[src/rtl/core/fcb_pkg.sv]
// Shared types and codes for the fragment color blender.
// No dependencies; imported by fcb_factor, fcb_channel and fragment_color_blender.
`timescale 1ns / 1ps
`default_nettype none

package fcb_pkg;

  localparam int unsigned ChanW   = 8;
  localparam int unsigned WeightW = 9;
  localparam int unsigned CfgIdxW = 3;
  localparam int unsigned CfgDatW = 24;

  localparam logic [ChanW-1:0] ChanMax = 8'd255;

  // Register indexes on the configuration port
  localparam logic [CfgIdxW-1:0] RegEquation  = 3'd0;
  localparam logic [CfgIdxW-1:0] RegSrcFactor = 3'd1;
  localparam logic [CfgIdxW-1:0] RegDstFactor = 3'd2;
  localparam logic [CfgIdxW-1:0] RegSrcFixed  = 3'd3;
  localparam logic [CfgIdxW-1:0] RegDstFixed  = 3'd4;

  typedef enum logic [2:0] {
    EQ_ADD     = 3'd0,
    EQ_SUB     = 3'd1,
    EQ_REV_SUB = 3'd2,
    EQ_MIN     = 3'd3,
    EQ_MAX     = 3'd4,
    EQ_ABS_DIF = 3'd5
  } fcb_eq_t;

  typedef enum logic [3:0] {
    FS_OTHER        = 4'd0,
    FS_INV_OTHER    = 4'd1,
    FS_SRC_A        = 4'd2,
    FS_INV_SRC_A    = 4'd3,
    FS_DST_A        = 4'd4,
    FS_INV_DST_A    = 4'd5,
    FS_SRC_A2       = 4'd6,
    FS_INV_SRC_A2   = 4'd7,
    FS_DST_A2       = 4'd8,
    FS_INV_DST_A2   = 4'd9,
    FS_FIXED        = 4'd10
  } fcb_factor_t;

  // Blend mode shared by all three channel slices
  typedef struct packed {
    fcb_eq_t     eq;
    fcb_factor_t src_sel;
    fcb_factor_t dst_sel;
  } fcb_mode_t;

endpackage

`default_nettype wire

[src/rtl/core/fcb_factor.sv]
// Blend weight selection for one side of one color channel.
// Depends on fcb_pkg.
`timescale 1ns / 1ps
`default_nettype none

module fcb_factor (
  input  fcb_pkg::fcb_factor_t          sel,
  input  logic [fcb_pkg::ChanW-1:0]     other,
  input  logic [fcb_pkg::ChanW-1:0]     src_a,
  input  logic [fcb_pkg::ChanW-1:0]     dst_a,
  input  logic [fcb_pkg::ChanW-1:0]     fixed_c,
  output logic [fcb_pkg::WeightW-1:0]   weight
);
  import fcb_pkg::*;

  logic [WeightW-1:0] src_a2;
  logic [WeightW-1:0] dst_a2;
  logic [ChanW-1:0]   src_a2_sat;
  logic [ChanW-1:0]   dst_a2_sat;

  assign src_a2     = {src_a, 1'b0};
  assign dst_a2     = {dst_a, 1'b0};
  // doubled alpha saturates at full scale only for the one-minus forms
  assign src_a2_sat = src_a2[WeightW-1] ? ChanMax : src_a2[ChanW-1:0];
  assign dst_a2_sat = dst_a2[WeightW-1] ? ChanMax : dst_a2[ChanW-1:0];

  always_comb begin
    case (sel)
      FS_OTHER:      weight = {1'b0, other};
      FS_INV_OTHER:  weight = {1'b0, ChanMax - other};
      FS_SRC_A:      weight = {1'b0, src_a};
      FS_INV_SRC_A:  weight = {1'b0, ChanMax - src_a};
      FS_DST_A:      weight = {1'b0, dst_a};
      FS_INV_DST_A:  weight = {1'b0, ChanMax - dst_a};
      FS_SRC_A2:     weight = src_a2;
      FS_INV_SRC_A2: weight = {1'b0, ChanMax - src_a2_sat};
      FS_DST_A2:     weight = dst_a2;
      FS_INV_DST_A2: weight = {1'b0, ChanMax - dst_a2_sat};
      default:       weight = {1'b0, fixed_c};
    endcase
  end

endmodule

`default_nettype wire

[src/rtl/core/fcb_channel.sv]
// One color channel of the blender: weights, products, combine and clamp.
// Depends on fcb_pkg and fcb_factor.
`timescale 1ns / 1ps
`default_nettype none

module fcb_channel (
  input  fcb_pkg::fcb_mode_t           mode,
  input  logic [fcb_pkg::ChanW-1:0]    src_c,
  input  logic [fcb_pkg::ChanW-1:0]    dst_c,
  input  logic [fcb_pkg::ChanW-1:0]    src_a,
  input  logic [fcb_pkg::ChanW-1:0]    dst_a,
  input  logic [fcb_pkg::ChanW-1:0]    src_fixed,
  input  logic [fcb_pkg::ChanW-1:0]    dst_fixed,
  output logic [fcb_pkg::ChanW-1:0]    result
);
  import fcb_pkg::*;

  localparam int unsigned ProdW = (ChanW + 1) + (WeightW + 1);
  localparam int unsigned SumW  = WeightW + 2;

  logic [WeightW-1:0]     src_w;
  logic [WeightW-1:0]     dst_w;
  logic [ProdW-1:0]       src_prod;
  logic [ProdW-1:0]       dst_prod;
  logic [WeightW-1:0]     src_term;
  logic [WeightW-1:0]     dst_term;
  logic signed [SumW-1:0] src_s;
  logic signed [SumW-1:0] dst_s;
  logic signed [SumW-1:0] mix;

  fcb_factor u_src_factor (
    .sel     (mode.src_sel),
    .other   (dst_c),
    .src_a   (src_a),
    .dst_a   (dst_a),
    .fixed_c (src_fixed),
    .weight  (src_w)
  );

  fcb_factor u_dst_factor (
    .sel     (mode.dst_sel),
    .other   (src_c),
    .src_a   (src_a),
    .dst_a   (dst_a),
    .fixed_c (dst_fixed),
    .weight  (dst_w)
  );

  // (2c+1)*(2f+1), then drop ten bits
  assign src_prod = ProdW'({src_c, 1'b1}) * ProdW'({src_w, 1'b1});
  assign dst_prod = ProdW'({dst_c, 1'b1}) * ProdW'({dst_w, 1'b1});
  assign src_term = src_prod[ProdW-1 -: WeightW];
  assign dst_term = dst_prod[ProdW-1 -: WeightW];
  assign src_s    = signed'({2'b00, src_term});
  assign dst_s    = signed'({2'b00, dst_term});

  always_comb begin
    case (mode.eq)
      EQ_ADD:     mix = src_s + dst_s;
      EQ_SUB:     mix = src_s - dst_s;
      EQ_REV_SUB: mix = dst_s - src_s;
      EQ_MIN:     mix = signed'({3'b000, (src_c < dst_c) ? src_c : dst_c});
      EQ_MAX:     mix = signed'({3'b000, (src_c > dst_c) ? src_c : dst_c});
      EQ_ABS_DIF: mix = signed'({3'b000,
                                 (src_c > dst_c) ? src_c - dst_c : dst_c - src_c});
      default:    mix = '0;
    endcase
  end

  always_comb begin
    if (mix < 0) begin
      result = '0;
    end else if (mix > signed'({3'b000, ChanMax})) begin
      result = ChanMax;
    end else begin
      result = mix[ChanW-1:0];
    end
  end

endmodule

`default_nettype wire

[src/rtl/core/fragment_color_blender.sv]
// Top level of the fragment color blender: ports, config registers, pipeline.
// Depends on fcb_pkg and fcb_channel.
//
//  channel | direction | handshake              | payload
//  --------+-----------+------------------------+-------------------------------------
//  s_*     | in        | s_tvalid / s_tready    | s_tdata: src RGBA, dst RGBA (8b each)
//  m_*     | out       | m_tvalid / m_tready    | m_tdata: out red, green, blue
//  cfg_*   | in        | cfg_valid / cfg_ready  | cfg_index, cfg_data
//
// One item per clock sustained while m_tready stays high. An accepted item sits in
// the input register and moves to the result register, where m_tvalid marks it,
// once that register is empty or its item is being taken. The whole blend sits
// in the logic between the two registers: weight mux, one 9x10 multiply per side
// and channel, combine and clamp. Synchronous reset clears both valid bits and
// loads the register defaults. A stalled output holds its item; the input register
// drains into the result register whenever that one is empty or being taken, so
// input stalls only when both stages are full and the result item is not being
// taken.
`timescale 1ns / 1ps
`default_nettype none

module fragment_color_blender (
  input  logic                           clk,
  input  logic                           rst,
  // input items
  input  logic                           s_tvalid,
  output logic                           s_tready,
  // [7:0] src_red, [15:8] src_green, [23:16] src_blue, [31:24] src_alpha,
  // [39:32] dst_red, [47:40] dst_green, [55:48] dst_blue, [63:56] dst_alpha
  input  logic [63:0]                    s_tdata,
  // result items
  output logic                           m_tvalid,
  input  logic                           m_tready,
  // [7:0] out_red, [15:8] out_green, [23:16] out_blue
  output logic [23:0]                    m_tdata,
  // configuration writes
  input  logic                           cfg_valid,
  output logic                           cfg_ready,
  input  logic [fcb_pkg::CfgIdxW-1:0]    cfg_index,
  input  logic [fcb_pkg::CfgDatW-1:0]    cfg_data
);
  import fcb_pkg::*;

  localparam int unsigned NumCh = 3;

  // configuration registers
  fcb_mode_t          mode;
  logic [CfgDatW-1:0] src_fixed;
  logic [CfgDatW-1:0] dst_fixed;

  // pipeline
  logic               in_valid;
  logic [63:0]        in_data;
  logic               in_advance;
  logic [23:0]        blend;

  // writes are always taken; the user must write only while the block is idle, as the block does not enforce it
  assign cfg_ready = 1'b1;

  always_ff @(posedge clk) begin
    if (rst) begin
      mode.eq      <= EQ_ADD;
      mode.src_sel <= FS_SRC_A;
      mode.dst_sel <= FS_INV_SRC_A;
      src_fixed    <= '0;
      dst_fixed    <= '0;
    end else if (cfg_valid && cfg_ready) begin
      case (cfg_index)
        RegEquation:  mode.eq      <= fcb_eq_t'(cfg_data[2:0]);
        RegSrcFactor: mode.src_sel <= fcb_factor_t'(cfg_data[3:0]);
        RegDstFactor: mode.dst_sel <= fcb_factor_t'(cfg_data[3:0]);
        RegSrcFixed:  src_fixed    <= cfg_data;
        RegDstFixed:  dst_fixed    <= cfg_data;
        default: ;  // drop writes past the register list
      endcase
    end
  end

  // advance the input stage when the result stage is free or draining
  assign in_advance = !m_tvalid || m_tready;
  assign s_tready   = !in_valid || in_advance;

  always_ff @(posedge clk) begin
    if (rst) begin
      in_valid <= 1'b0;
    end else if (s_tready) begin
      in_valid <= s_tvalid;
    end
  end

  always_ff @(posedge clk) begin
    if (s_tvalid && s_tready) begin
      in_data <= s_tdata;
    end
  end

  // one slice per color channel; alpha bytes are shared
  for (genvar ch = 0; ch < NumCh; ch++) begin : g_ch
    fcb_channel u_channel (
      .mode      (mode),
      .src_c     (in_data[ChanW*ch +: ChanW]),
      .dst_c     (in_data[ChanW*(ch+4) +: ChanW]),
      .src_a     (in_data[ChanW*3 +: ChanW]),
      .dst_a     (in_data[ChanW*7 +: ChanW]),
      .src_fixed (src_fixed[ChanW*ch +: ChanW]),
      .dst_fixed (dst_fixed[ChanW*ch +: ChanW]),
      .result    (blend[ChanW*ch +: ChanW])
    );
  end

  // result register: hold while stalled, load from the input stage otherwise
  always_ff @(posedge clk) begin
    if (rst) begin
      m_tvalid <= 1'b0;
    end else if (in_advance) begin
      m_tvalid <= in_valid;
    end
  end

  always_ff @(posedge clk) begin
    if (in_advance && in_valid) begin
      m_tdata <= blend;
    end
  end

endmodule

`default_nettype wire

[config.mk]
export PLATFORM = sky130hd
export DESIGN_NAME = fragment_color_blender
export DESIGN_NICKNAME = d
export VERILOG_FILES = /design/src/rtl/core/fcb_pkg.sv /design/src/rtl/core/fcb_factor.sv /design/src/rtl/core/fcb_channel.sv /design/src/rtl/core/fragment_color_blender.sv
export SDC_FILE = /design/constraint.sdc
export NUM_CORES = 2
export LEC_CHECK = 0
export BUFFER_PORTS_ARGS = -buffer_cell sky130_fd_sc_hd__buf_2
export CAP_MARGIN = 20
export CORE_ASPECT_RATIO = 1.5
export CORE_MARGIN = 5
export CORE_UTILIZATION = 45
export CTS_CLUSTER_DIAMETER = 100
export DETAILED_ROUTE_END_ITERATION = 8
export SLEW_MARGIN = 20
export SYNTH_ARGS = -nofsm -noshare
export SYNTH_HDL_FRONTEND = slang
export SYNTH_SLANG_ARGS = --single-unit
[constraint.sdc]
create_clock -name clk -period 16.58 [get_ports clk]
set_input_delay 2.487 -clock clk [delete_from_list [all_inputs] [get_ports clk]]
set_output_delay 2.487 -clock clk [all_outputs]
set_load 0.05 [all_outputs]
==> flow_summary.json <==
{
  "status": "finished clean",
  "worst_pin_slew_ns": 1.14,
  "slew_headroom": 0.239,
  "start_util": 0.453,
  "cpPeakStageDelay_ns": 0.91,
  "avgSynthCellArea_um2": 8.47,
  "drive_above_1_share": 0.0707,
  "path_max_fanout": 16,
  "async_flop_share": 0,
  "synth_flop_cell": "edfxtp_1",
  "clkSinkCount": 149,
  "cts_tree": "yes",
  "setup_violations": 0,
  "worstHoldPathType": "reg -> reg",
  "clockRootBuffer": "clkbuf_16",
  "antenna_found_initial": 1,
  "cp-start-kind": "flip-flop",
  "synth_area_leaders": "fa_1, ha_1, edfxtp_1, inv_1, and2_1",
  "totalWireLength_mm": 95.1,
  "timing.fmax_ghz": 0.0924,
  "clk_latency_ns": 0.50,
  "drc": 0,
  "nets": 4192,
  "vias_per_cell": 5.76,
  "end_kind": "flip-flop",
  "synth_cells": 3391,
  "critPathSlowestCell": "nor4b_1",
  "yosysTopAreaCell": "fa_1",
  "drv_cap": 0,
  "numCtsBuffers": 17,
  "vias": 24400,
  "first_pass_iters": 6,
  "yosys.area.top_type_share": 0.245,
  "core_um2": 63300,
  "grt.overflow.total": 0,
  "grt_max_degree": 65,
  "ys_seq_area_frac": 0.135,
  "post_cts_buffers": 0,
  "first_iter_violations": 1592,
  "wire_per_inst_um": 22.5,
  "die_h_um": 319,
  "track_usage": 0.276,
  "dp_hpwl_mm": 75.4,
  "utilization": 0.484,
  "synth_warnings": 0,
  "cp.arrival_ns": 11.04,
  "ys_types": 80,
  "setup_tns_ns": 0,
  "gp_congestion": 0.945,
  "path_clk_slew_ns": 0.07,
  "fillCellCount": 6285,
  "htreeDepth": 4,
  "io_buffers": 121,
  "detail-route-antenna-nets": 0,
  "skew_ns": 0.0176,
  "fin_crit_ns": 10.82,
  "final_max_slew_viol_count": 0,
  "grt_first_pass_wirelength_mm": 146,
  "synth-edff-count": 88,
  "finalHoldViolCount": 0,
  "grt_pass1_vias": 25500,
  "min_period_over_period": 0.653,
  "die_x_um": 216,
  "ioPinCount": 123,
  "die_area_um2": 69000,
  "crit_required_ns": 16.80,
  "areaGrowthSynthToFinish_pct": 6.74,
  "synthesis.nets": 4171,
  "synth-seq-cells": 149,
  "cts_hold_buf": 0,
  "syn_area_um2": 28700,
  "crit_top_cell": "fa_1",
  "path_class": "reg -> reg",
  "post_cts_resized": 0,
  "placement_rows": 113,
  "grt_setup_unrepaired": "false",
  "clock_path_buffers": 2
}
-- per-stage QoR --
stage          area (um2)  instances  worst slack, ns  hold WS (ns)
4_1_cts             30600       4230             5.77         0.453
6_report            30600       4231             5.76         0.452
2_1_floorplan       28700       3391             7.60         0.433
3_5_place_dp        30100       4198             5.82         0.443
3_3_place_gp        30000       4198             5.23         0.440
5_1_grt             30600       4230             4.99         0.470
-- sequential cells by signal, summed over array words and instances, names as in the netlist --
register	flops
in_valid	1
mode	11
m_tdata	24
dst_fixed	24
m_tvalid	1
in_data	64
src_fixed	24
-- metal layers --
layer,wire length (um),GRT usage
met1,35500,0.311
met2,48500,0.499
met3,4480,0.0315
met4,6690,0.164
met5,0,0
-- logic make-up after synthesis --
family                   Yosys count  synth area share
AND/OR/NAND/NOR                  963             0.167
flip-flops                       149             0.135
buffers and inverters            694            0.0913
AO/OA/AOI/OAI                    698             0.152
adder cells (fa/ha/maj)          684             0.390
multiplexers                      58            0.0208
other                              1          0.000131
XOR/XNOR                         144            0.0442
-- cells in the mapped netlist (45+ instances only) --
cell type and instances:
fa_1 351, dfxtp_1 61, mux2i_1 45, and2_1 252, xnor2_1 74, inv_1 534
nand2_1 297, edfxtp_1 88, o21ai_0 161, clkbuf_1 138, nor2b_1 55, ha_1 333
a21oi_1 253, nor2_1 196, xor2_1 69
-- path summary, 6_finish.rpt --
| check | cells past startpoint | end | slack, ns | from |
|---|---|---|---|---|
| worst max-delay path | 32 | m_tdata[14] | 5.76 | mode[6] |
| worst min-delay path | 2 | src_fixed[9] | 0.45 | src_fixed[9] |
| worst max register to register | 32 | m_tdata[14] | 5.76 | mode[6] |
| worst min register to register | 2 | src_fixed[9] | 0.45 | src_fixed[9] |
-- layout by cell type (no fill, tap or decap), types with 54 or more instances in the layout --
| cell | netlist | layout |
|---|---|---|
| inv_1 | 534 | 534 |
| fa_1 | 351 | 351 |
| ha_1 | 333 | 333 |
| nand2_1 | 297 | 297 |
| a21oi_1 | 253 | 251 |
| and2_1 | 252 | 251 |
| nor2_1 | 196 | 192 |
| o21ai_0 | 161 | 161 |
| buf_2 | 7 | 121 |
| edfxtp_1 | 88 | 88 |
| xnor2_1 | 74 | 74 |
| xor2_1 | 69 | 69 |
| dfxtp_1 | 61 | 59 |
| nor2b_1 | 55 | 54 |
-- layout make-up --
cell class / instances / area [um2] / share of cell area
flip-flops and latches: 149 / 3870 / 0.126
diodes: 1 / 2.50 / 0.0000817
inverters: 534 / 2000 / 0.0654
clock buffers: 18 / 429 / 0.0140
clock inverters: 14 / 151 / 0.00494
well taps: 805 / 1010 / 0.0329
repair buffers: 162 / 913 / 0.0298
multi-input cells: 2548 / 22300 / 0.727
-- worst max-delay path, delay by kind of cell, from the launching register on --
kind            cells  cell delay [ns]
compound gates     14             3.98
xor+xnor            1             0.26
fa+ha+maj           6             2.70
buf+inv             4             0.33
flops               1             0.62
mux                 1             0.11
simple gates        6             2.51
Power is left out: the tool's default activity adds up to more than one toggle a clock period on the data nets, which glitch-free logic cannot reach.
